===== src/design/srfh_pkg.sv =====
`timescale 1ns / 1ps

package srfh_pkg;

  // FNV-1a 64 constants
  localparam logic [63:0] FNV_OFFSET_BASIS = 64'hcbf29ce484222325;
  localparam logic [63:0] FNV_PRIME = 64'h00000100000001b3;

  // configuration register indexes
  localparam int unsigned CFG_IDX_W = 2;
  localparam logic [CFG_IDX_W-1:0] CFG_TIGHT_ROW_BYTES = 2'd0;
  localparam logic [CFG_IDX_W-1:0] CFG_PADDED_ROW_BYTES = 2'd1;
  localparam logic [CFG_IDX_W-1:0] CFG_ROW_COUNT = 2'd2;

  localparam logic [31:0] TIGHT_ROW_BYTES_RST = 32'd1;
  localparam logic [31:0] PADDED_ROW_BYTES_RST = 32'd256;
  localparam logic [31:0] ROW_COUNT_RST = 32'd1;

  // work queue between front and back
  localparam int unsigned QDEPTH = 2;
  localparam int unsigned QPTR_W = (QDEPTH > 1) ? $clog2(QDEPTH) : 1;
  localparam int unsigned QCNT_W = $clog2(QDEPTH + 1);

  typedef struct packed {
    logic [7:0] data_byte;
    logic       last_byte;
  } item_t;

  typedef struct packed {
    logic [63:0] payload_hash;
    logic        length_mismatch;
  } result_t;

  // one classified byte on its way to the hash unit
  typedef struct packed {
    logic [7:0] data_byte;
    logic       hash_en;
    logic       last_byte;
    logic       length_mismatch;
  } work_t;

  // x * FNV_PRIME mod 2^64 as shifts and adds: prime = 2^40 + 2^8 + 0xb3
  function automatic logic [63:0] fnv_mul(input logic [63:0] x);
    logic [63:0] acc;
    acc = (x << 40) + (x << 8) + (x << 7) + (x << 5) + (x << 4) + (x << 1) + x;
    return acc;
  endfunction

endpackage


===== src/design/srfh_front.sv =====
`timescale 1ns / 1ps

module srfh_front (
  input  logic                               clk,
  input  logic                               rst,
  input  logic                               cfg_valid,
  input  logic [srfh_pkg::CFG_IDX_W-1:0]     cfg_index,
  input  logic [31:0]                        cfg_data,
  input  logic                               item_valid,
  input  srfh_pkg::item_t                    item,
  input  logic                               queue_full,
  output logic                               push_valid,
  output srfh_pkg::work_t                    push_data
);

  logic [31:0] tight_row_bytes;
  logic [31:0] padded_row_bytes;
  logic [31:0] row_count;

  logic [31:0] column_position;
  logic [31:0] row_position;
  logic        overrun_flag;

  logic        accept;
  logic        take;
  logic        wrap;
  logic [31:0] column_next;
  logic [31:0] row_next;
  logic        overrun_next;
  logic        mismatch;

  assign accept = item_valid && !queue_full;

  always_comb begin
    take = row_position < row_count;
    // column+1 in 33 bits also covers the all-ones column
    wrap = ({1'b0, column_position} + 33'd1) >= {1'b0, padded_row_bytes};
    column_next = column_position;
    row_next = row_position;
    overrun_next = overrun_flag;
    if (take) begin
      if (wrap) begin
        column_next = 32'd0;
        row_next = row_position + 32'd1;
      end else begin
        column_next = column_position + 32'd1;
      end
    end else begin
      overrun_next = 1'b1;
    end
    mismatch = overrun_next || (row_next != row_count) || (column_next != 32'd0);
  end

  assign push_valid = item_valid;
  assign push_data.data_byte = item.data_byte;
  assign push_data.hash_en = take && (column_position < tight_row_bytes);
  assign push_data.last_byte = item.last_byte;
  assign push_data.length_mismatch = mismatch;

  always_ff @(posedge clk) begin
    if (rst) begin
      tight_row_bytes <= srfh_pkg::TIGHT_ROW_BYTES_RST;
      padded_row_bytes <= srfh_pkg::PADDED_ROW_BYTES_RST;
      row_count <= srfh_pkg::ROW_COUNT_RST;
      column_position <= 32'd0;
      row_position <= 32'd0;
      overrun_flag <= 1'b0;
    end else begin
      if (cfg_valid) begin
        case (cfg_index)
          srfh_pkg::CFG_TIGHT_ROW_BYTES: tight_row_bytes <= cfg_data;
          srfh_pkg::CFG_PADDED_ROW_BYTES: padded_row_bytes <= cfg_data;
          srfh_pkg::CFG_ROW_COUNT: row_count <= cfg_data;
          default: ;
        endcase
      end
      if (accept) begin
        if (item.last_byte) begin
          column_position <= 32'd0;
          row_position <= 32'd0;
          overrun_flag <= 1'b0;
        end else begin
          column_position <= column_next;
          row_position <= row_next;
          overrun_flag <= overrun_next;
        end
      end
    end
  end

  // buffer end must leave a clean stream state
  a_clear_after_last: assert property (@(posedge clk) disable iff (rst)
    accept && item.last_byte |=>
      column_position == 32'd0 && row_position == 32'd0 && !overrun_flag)
    else $error("stream state not cleared after last byte");

endmodule


===== src/design/srfh_queue.sv =====
`timescale 1ns / 1ps

module srfh_queue (
  input  logic            clk,
  input  logic            rst,
  input  logic            push_valid,
  input  srfh_pkg::work_t push_data,
  output logic            full,
  input  logic            pop_ready,
  output logic            pop_valid,
  output srfh_pkg::work_t pop_data
);

  srfh_pkg::work_t entries [srfh_pkg::QDEPTH];

  logic [srfh_pkg::QPTR_W-1:0] wr_ptr;
  logic [srfh_pkg::QPTR_W-1:0] rd_ptr;
  logic [srfh_pkg::QCNT_W-1:0] count;
  logic                        push;
  logic                        pop;

  assign full = count == srfh_pkg::QCNT_W'(srfh_pkg::QDEPTH);
  assign pop_valid = count != '0;
  assign pop_data = entries[rd_ptr];
  assign push = push_valid && !full;
  assign pop = pop_valid && pop_ready;

  function automatic logic [srfh_pkg::QPTR_W-1:0] ptr_inc(
    input logic [srfh_pkg::QPTR_W-1:0] p
  );
    logic [srfh_pkg::QPTR_W-1:0] r;
    if (p == srfh_pkg::QPTR_W'(srfh_pkg::QDEPTH - 1)) begin
      r = '0;
    end else begin
      r = p + srfh_pkg::QPTR_W'(1);
    end
    return r;
  endfunction

  always_ff @(posedge clk) begin
    if (push) begin
      entries[wr_ptr] <= push_data;
    end
  end

  always_ff @(posedge clk) begin
    if (rst) begin
      wr_ptr <= '0;
      rd_ptr <= '0;
      count <= '0;
    end else begin
      if (push) begin
        wr_ptr <= ptr_inc(wr_ptr);
      end
      if (pop) begin
        rd_ptr <= ptr_inc(rd_ptr);
      end
      case ({push, pop})
        2'b10: count <= count + srfh_pkg::QCNT_W'(1);
        2'b01: count <= count - srfh_pkg::QCNT_W'(1);
        default: ;
      endcase
    end
  end

  a_count_bound: assert property (@(posedge clk) disable iff (rst)
    count <= srfh_pkg::QCNT_W'(srfh_pkg::QDEPTH))
    else $error("queue count above depth");

  a_ptr_gap: assert property (@(posedge clk) disable iff (rst)
    count == '0 |-> wr_ptr == rd_ptr)
    else $error("queue pointers apart while empty");

endmodule


===== src/design/srfh_back.sv =====
`timescale 1ns / 1ps

module srfh_back (
  input  logic              clk,
  input  logic              rst,
  input  logic              pop_valid,
  input  srfh_pkg::work_t   pop_data,
  output logic              pop_ready,
  output logic              result_valid,
  input  logic              result_stall,
  output srfh_pkg::result_t result
);

  logic [63:0] running_hash;
  logic [63:0] hash_next;
  logic        fire;

  // only a last byte has to wait for the result register to free up
  assign pop_ready = !result_valid || !result_stall || !pop_data.last_byte;
  assign fire = pop_valid && pop_ready;

  always_comb begin
    hash_next = running_hash;
    if (pop_data.hash_en) begin
      hash_next = srfh_pkg::fnv_mul(running_hash ^ {56'd0, pop_data.data_byte});
    end
  end

  always_ff @(posedge clk) begin
    if (fire && pop_data.last_byte) begin
      result.payload_hash <= (hash_next == 64'd0) ? 64'd1 : hash_next;
      result.length_mismatch <= pop_data.length_mismatch;
    end
  end

  always_ff @(posedge clk) begin
    if (rst) begin
      running_hash <= srfh_pkg::FNV_OFFSET_BASIS;
      result_valid <= 1'b0;
    end else begin
      if (fire) begin
        running_hash <= pop_data.last_byte ? srfh_pkg::FNV_OFFSET_BASIS : hash_next;
      end
      if (fire && pop_data.last_byte) begin
        result_valid <= 1'b1;
      end else if (!result_stall) begin
        result_valid <= 1'b0;
      end
    end
  end

  a_hash_nonzero: assert property (@(posedge clk) disable iff (rst)
    result_valid |-> result.payload_hash != 64'd0)
    else $error("zero hash delivered");

  a_basis_after_last: assert property (@(posedge clk) disable iff (rst)
    fire && pop_data.last_byte |=> running_hash == srfh_pkg::FNV_OFFSET_BASIS)
    else $error("hash not restarted after last byte");

endmodule


===== src/design/strided_row_fnv1a64_hash_top.sv =====
`timescale 1ns / 1ps

// Strided-row FNV-1a 64 hash. Takes one byte of a padded staging buffer per
// transfer on item, tracking column and row against the configured tight row
// length and row pitch; bytes in the tight part of each row, within row_count
// rows, are hashed. On the byte marked last_byte one result is produced: the
// hash (zero reported as one) and length_mismatch, set when the byte count is
// not row_count * padded_row_bytes. It takes one byte every cycle while
// item_stall is low, bounded by the combinational shift-add FNV multiply;
// the last byte is queued, and once popped sets the registered result_valid.
// A two-entry queue decouples position tracking from hashing; a stalled
// result holds back only the next last byte. Registers: 0 tight_row_bytes,
// 1 padded_row_bytes, 2 row_count; write them only between buffers.

module strided_row_fnv1a64_hash_top (
  input  logic                           clk,
  input  logic                           rst,
  input  logic                           item_valid,
  output logic                           item_stall,
  input  srfh_pkg::item_t                item,
  output logic                           result_valid,
  input  logic                           result_stall,
  output srfh_pkg::result_t              result,
  input  logic                           cfg_valid,
  output logic                           cfg_ready,
  input  logic [srfh_pkg::CFG_IDX_W-1:0] cfg_index,
  input  logic [31:0]                    cfg_data
);

  logic            queue_full;
  logic            push_valid;
  srfh_pkg::work_t push_data;
  logic            pop_valid;
  logic            pop_ready;
  srfh_pkg::work_t pop_data;

  assign cfg_ready = 1'b1;
  assign item_stall = queue_full;

  srfh_front u_front (
    .clk        (clk),
    .rst        (rst),
    .cfg_valid  (cfg_valid),
    .cfg_index  (cfg_index),
    .cfg_data   (cfg_data),
    .item_valid (item_valid),
    .item       (item),
    .queue_full (queue_full),
    .push_valid (push_valid),
    .push_data  (push_data)
  );

  srfh_queue u_queue (
    .clk        (clk),
    .rst        (rst),
    .push_valid (push_valid),
    .push_data  (push_data),
    .full       (queue_full),
    .pop_ready  (pop_ready),
    .pop_valid  (pop_valid),
    .pop_data   (pop_data)
  );

  srfh_back u_back (
    .clk          (clk),
    .rst          (rst),
    .pop_valid    (pop_valid),
    .pop_data     (pop_data),
    .pop_ready    (pop_ready),
    .result_valid (result_valid),
    .result_stall (result_stall),
    .result       (result)
  );

endmodule

===== config.mk =====
export PLATFORM = sky130hd
export DESIGN_NAME = strided_row_fnv1a64_hash_top
export DESIGN_NICKNAME = d
export VERILOG_FILES = /design/src/design/srfh_pkg.sv /design/src/design/srfh_front.sv /design/src/design/srfh_queue.sv /design/src/design/srfh_back.sv /design/src/design/strided_row_fnv1a64_hash_top.sv
export SDC_FILE = /design/constraint.sdc
export NUM_CORES = 1
export LEC_CHECK = 0
export ABC_CLOCK_PERIOD_IN_PS = 9440
export BUFFER_PORTS_ARGS = -buffer_cell sky130_fd_sc_hd__buf_2
export CAP_MARGIN = 20
export CORE_UTILIZATION = 55
export CTS_BUF_LIST = sky130_fd_sc_hd__clkbuf_16
export DETAILED_ROUTE_END_ITERATION = 8
export PLACE_DENSITY = 0.75
export SYNTH_ARGS = -nofsm -noshare
export SYNTH_HDL_FRONTEND = slang
export SYNTH_SLANG_ARGS = --single-unit
export TNS_END_PERCENT = 5

===== constraint.sdc =====
create_clock -name clk -period 9.44 [get_ports clk]
set_input_delay 0.944 -clock clk [delete_from_list [all_inputs] [get_ports clk]]
set_output_delay 0.944 -clock clk [all_outputs]
set_load 0.03 [all_outputs]

==> results.cfg <==
[floorplan]
core_um2 = 48850
die_h_um = 224.3
fp.dieW_um = 224.3
die_area_um2 = 50300
ioPinCount = 116
start_util = 0.5562
rows = 81

[job]
maxCapViolations = 0

[worst_setup_path]
cp_max_fo = 15
start_kind = flop
arrival_ns = 8.53
crit_buf_inv = 2
critPathMostFrequentCell = fa_1
crit_family = adder cells
endpoint_kind = flop
cp_cell_sequence = mux2i_1 > xnor2_1 > fa_1 > fa_1 > inv_1 > fa_1 > fa_1 > inv_1 > ha_1 > a21oi_1 > o21ai_0 > mux2i_1 > a21oi_1 > or4b_1 > nor4_1 > and4bb_1 > nand4_1 > nor4b_1 > o2111a_1 > nand3_1 > o41ai_2
slowest_stage = dfxtp_1
worst_ep_required_time_ns = 9.82
path_class = flop to flop
slowest_delay_ns = 0.84

[synthesis]
yosysUniqueCellTypes = 105
ys_seq_area_frac = 0.2663
synthCells = 3103
syn_avg_cell_area_um2 = 8.757
ys_ff_latch = 318
synthArstFlopShare = 0
yosysWarnings = 0
synth_edf_count = 87
syn_nets = 3594
ys.flop_type = dfxtp_1
syn_area_um2 = 27170

[global_route]
antenna_found_initial = 3
grt_max_degree = 97
grt_pass1_vias = 22980
grt_usage = 0.3312
overflow = 0
grt_pass1_wl_mm = 129.1

[layout]
fillers = 4268
area_delta_synth_final_pct = 7.897
drive_gt1_frac = 0.07819
post-route-util = 0.6002
antenna_cells = 0
nets = 3624

[cts]
cts_setup_buffers = 0
cts_max_level = 2
clock-sinks = 318
cts_tree = done
clockBufferDepth = 3
clk_pin_slew_ns = 0.06
clockRootBuffer = clkbuf_16
cts_hold_buffers = 0
postCtsResizedCells = 0
clock_latency_ns = 0.58
cts_buffers = 38

[sta]
final_max_slew_viol_count = 0
rsz0062_at_grt = false
relSlewSlack = 0.2124
tns_ns = 0
fmax_mhz = 122.8
final-hold-violation-count = 0
worst_pin_slew_ns = 1.179
min_period_ns = 8.145
fin_skew_ns = 0.02187
setup-violations-final = 0
fin_crit_sh = 0.8628

[worst_hold_path]
hold_path.class = flop to flop

[placed_design]
port-buffer-count = 114
place_congestion = 1.014
hpwl_mm = 62.38

[route]
wirelength_mm = 82.63
drc = 0
initialDrtViolationCount = 2254
drtPass1Iterations = 8
post_drt_wl_per_cell_um = 21.61
drt-vias-per-instance = 6.111
final_antenna_net_count = 0
route.vias.total = 23360

[outcome]
outcome = completed
[worst paths after layout]
check | slack, ns | from | end | cells after the start
setup / recovery | 1.29 | flop | u_back.result[1]$_SDFFCE_PN1P_ | 21
hold / removal | 0.45 | u_front.tight_row_bytes[20]$_SDFFE_PP0P_ | u_front.tight_row_bytes[20]$_SDFFE_PP0P_ | 2
setup reg to reg | 1.29 | flop | u_back.result[1]$_SDFFCE_PN1P_ | 21
hold reg to reg | 0.45 | u_front.tight_row_bytes[20]$_SDFFE_PP0P_ | u_front.tight_row_bytes[20]$_SDFFE_PP0P_ | 2
[cells in the mapped netlist (12+ instances only)]
library cell,instances,area (µm²)
a21o_1,44,330.3
a21oi_1,269,1346
a22oi_1,65,488.0
a31oi_1,18,112.6
and3_1,27,168.9
buf_1,12,45.04
buf_2,23,115.1
buf_6,13,146.4
clkbuf_1,94,352.8
dfxtp_1,231,4624
edfxtp_1,87,2613
fa_1,240,4805
ha_1,203,2540
inv_1,372,1396
mux2i_1,13,130.1
nand2_1,408,1531
nand3_1,44,220.2
nand4_1,56,350.3
nor2_1,216,810.8
nor3_1,59,295.3
nor4_1,27,168.9
o211ai_1,29,217.7
o21a_1,22,165.2
o21ai_0,112,560.5
o21ai_1,12,60.06
or3_1,22,137.6
or4_1,13,97.59
xnor2_1,107,937.2
xor2_1,48,420.4
[layout by cell type, fill, tap and decap left out, types with 12 or more instances in the layout]
cell type / instances
o21ai_1: 12
o21a_1: 22
xnor2_1: 107
nor4_1: 27
xor2_1: 48
fa_1: 240
ha_1: 203
inv_1: 382
and3_1: 27
clkbuf_16: 38
edfxtp_1: 87
a21oi_1: 269
or4_1: 13
nand2_1: 408
o211ai_1: 29
dfxtp_1: 231
nand4_1: 56
a22oi_1: 65
nor3_1: 59
or3_1: 22
buf_2: 113
buf_4: 21
nor2_1: 213
o21ai_0: 112
nand3_1: 44
a31oi_1: 18
mux2i_1: 12
a21o_1: 44
[state kept, by name, indices dropped and copies added, names as in the netlist, named ones only]
register / count
u_back.running_hash: 64
u_queue.rd_ptr: 1
u_queue.count: 2
u_front.column_position: 32
u_queue.entries: 22
u_front.overrun_flag: 1
u_front.row_count: 32
u_front.row_position: 32
u_front.padded_row_bytes: 32
u_back.result_valid: 1
u_front.tight_row_bytes: 32
u_queue.wr_ptr: 1
u_back.result: 65
[cell families (layout without fill, tap and decap cells)]
logic type | after synthesis | after routing | share of synthesized area
buf+inv | 520 | 576 | 0.07763
mux | 20 | 20 | 0.007689
other cells | 1 | 1 | 0.0001380
compound gates | 681 | 681 | 0.1587
simple gates | 960 | 960 | 0.1674
flops | 318 | 318 | 0.2663
xor+xnor | 155 | 155 | 0.04996
fa+ha+maj | 448 | 448 | 0.2721
[worst min-delay path, cell delays in order (launching register included)]
cell and delay (ns):
dfxtp_1 0.31, nand2_1 0.05, a21oi_1 0.05
[routing by layer]
layer	global-route usage	routed length (µm)
met1	0.4209	32710
met5	0	37
met3	0.05291	6296
met2	0.5527	39470
met4	0.1560	4116
[area by class of cell]
| class | instances | area [µm²] | area share |
|---|---|---|---|
| multi-input cells | 2265 | 17870 | 0.6095 |
| flip-flops and latches | 318 | 7237 | 0.2468 |
| inverters | 373 | 1400 | 0.04776 |
| clock buffers | 38 | 950.9 | 0.03243 |
| well taps | 664 | 830.8 | 0.02834 |
| repair buffers | 137 | 767.0 | 0.02616 |
| clock inverters | 28 | 262.8 | 0.008962 |
[per-stage QoR]
step	std cells	worst slack, ns	hold WS (ns)	cell area [µm²]
after floorplan	3103	2.578	0.4363	27170
after global placement	3755	1.637	0.4417	28070
after detailed placement	3755	1.459	0.4474	28070
after CTS	3821	1.411	0.4554	29290
after global routing	3823	1.025	0.4724	29320
final	3823	1.295	0.4538	29320
Power is not shown: default switching activity piles up to over one toggle a cycle in this logic, so the estimate is an artifact.
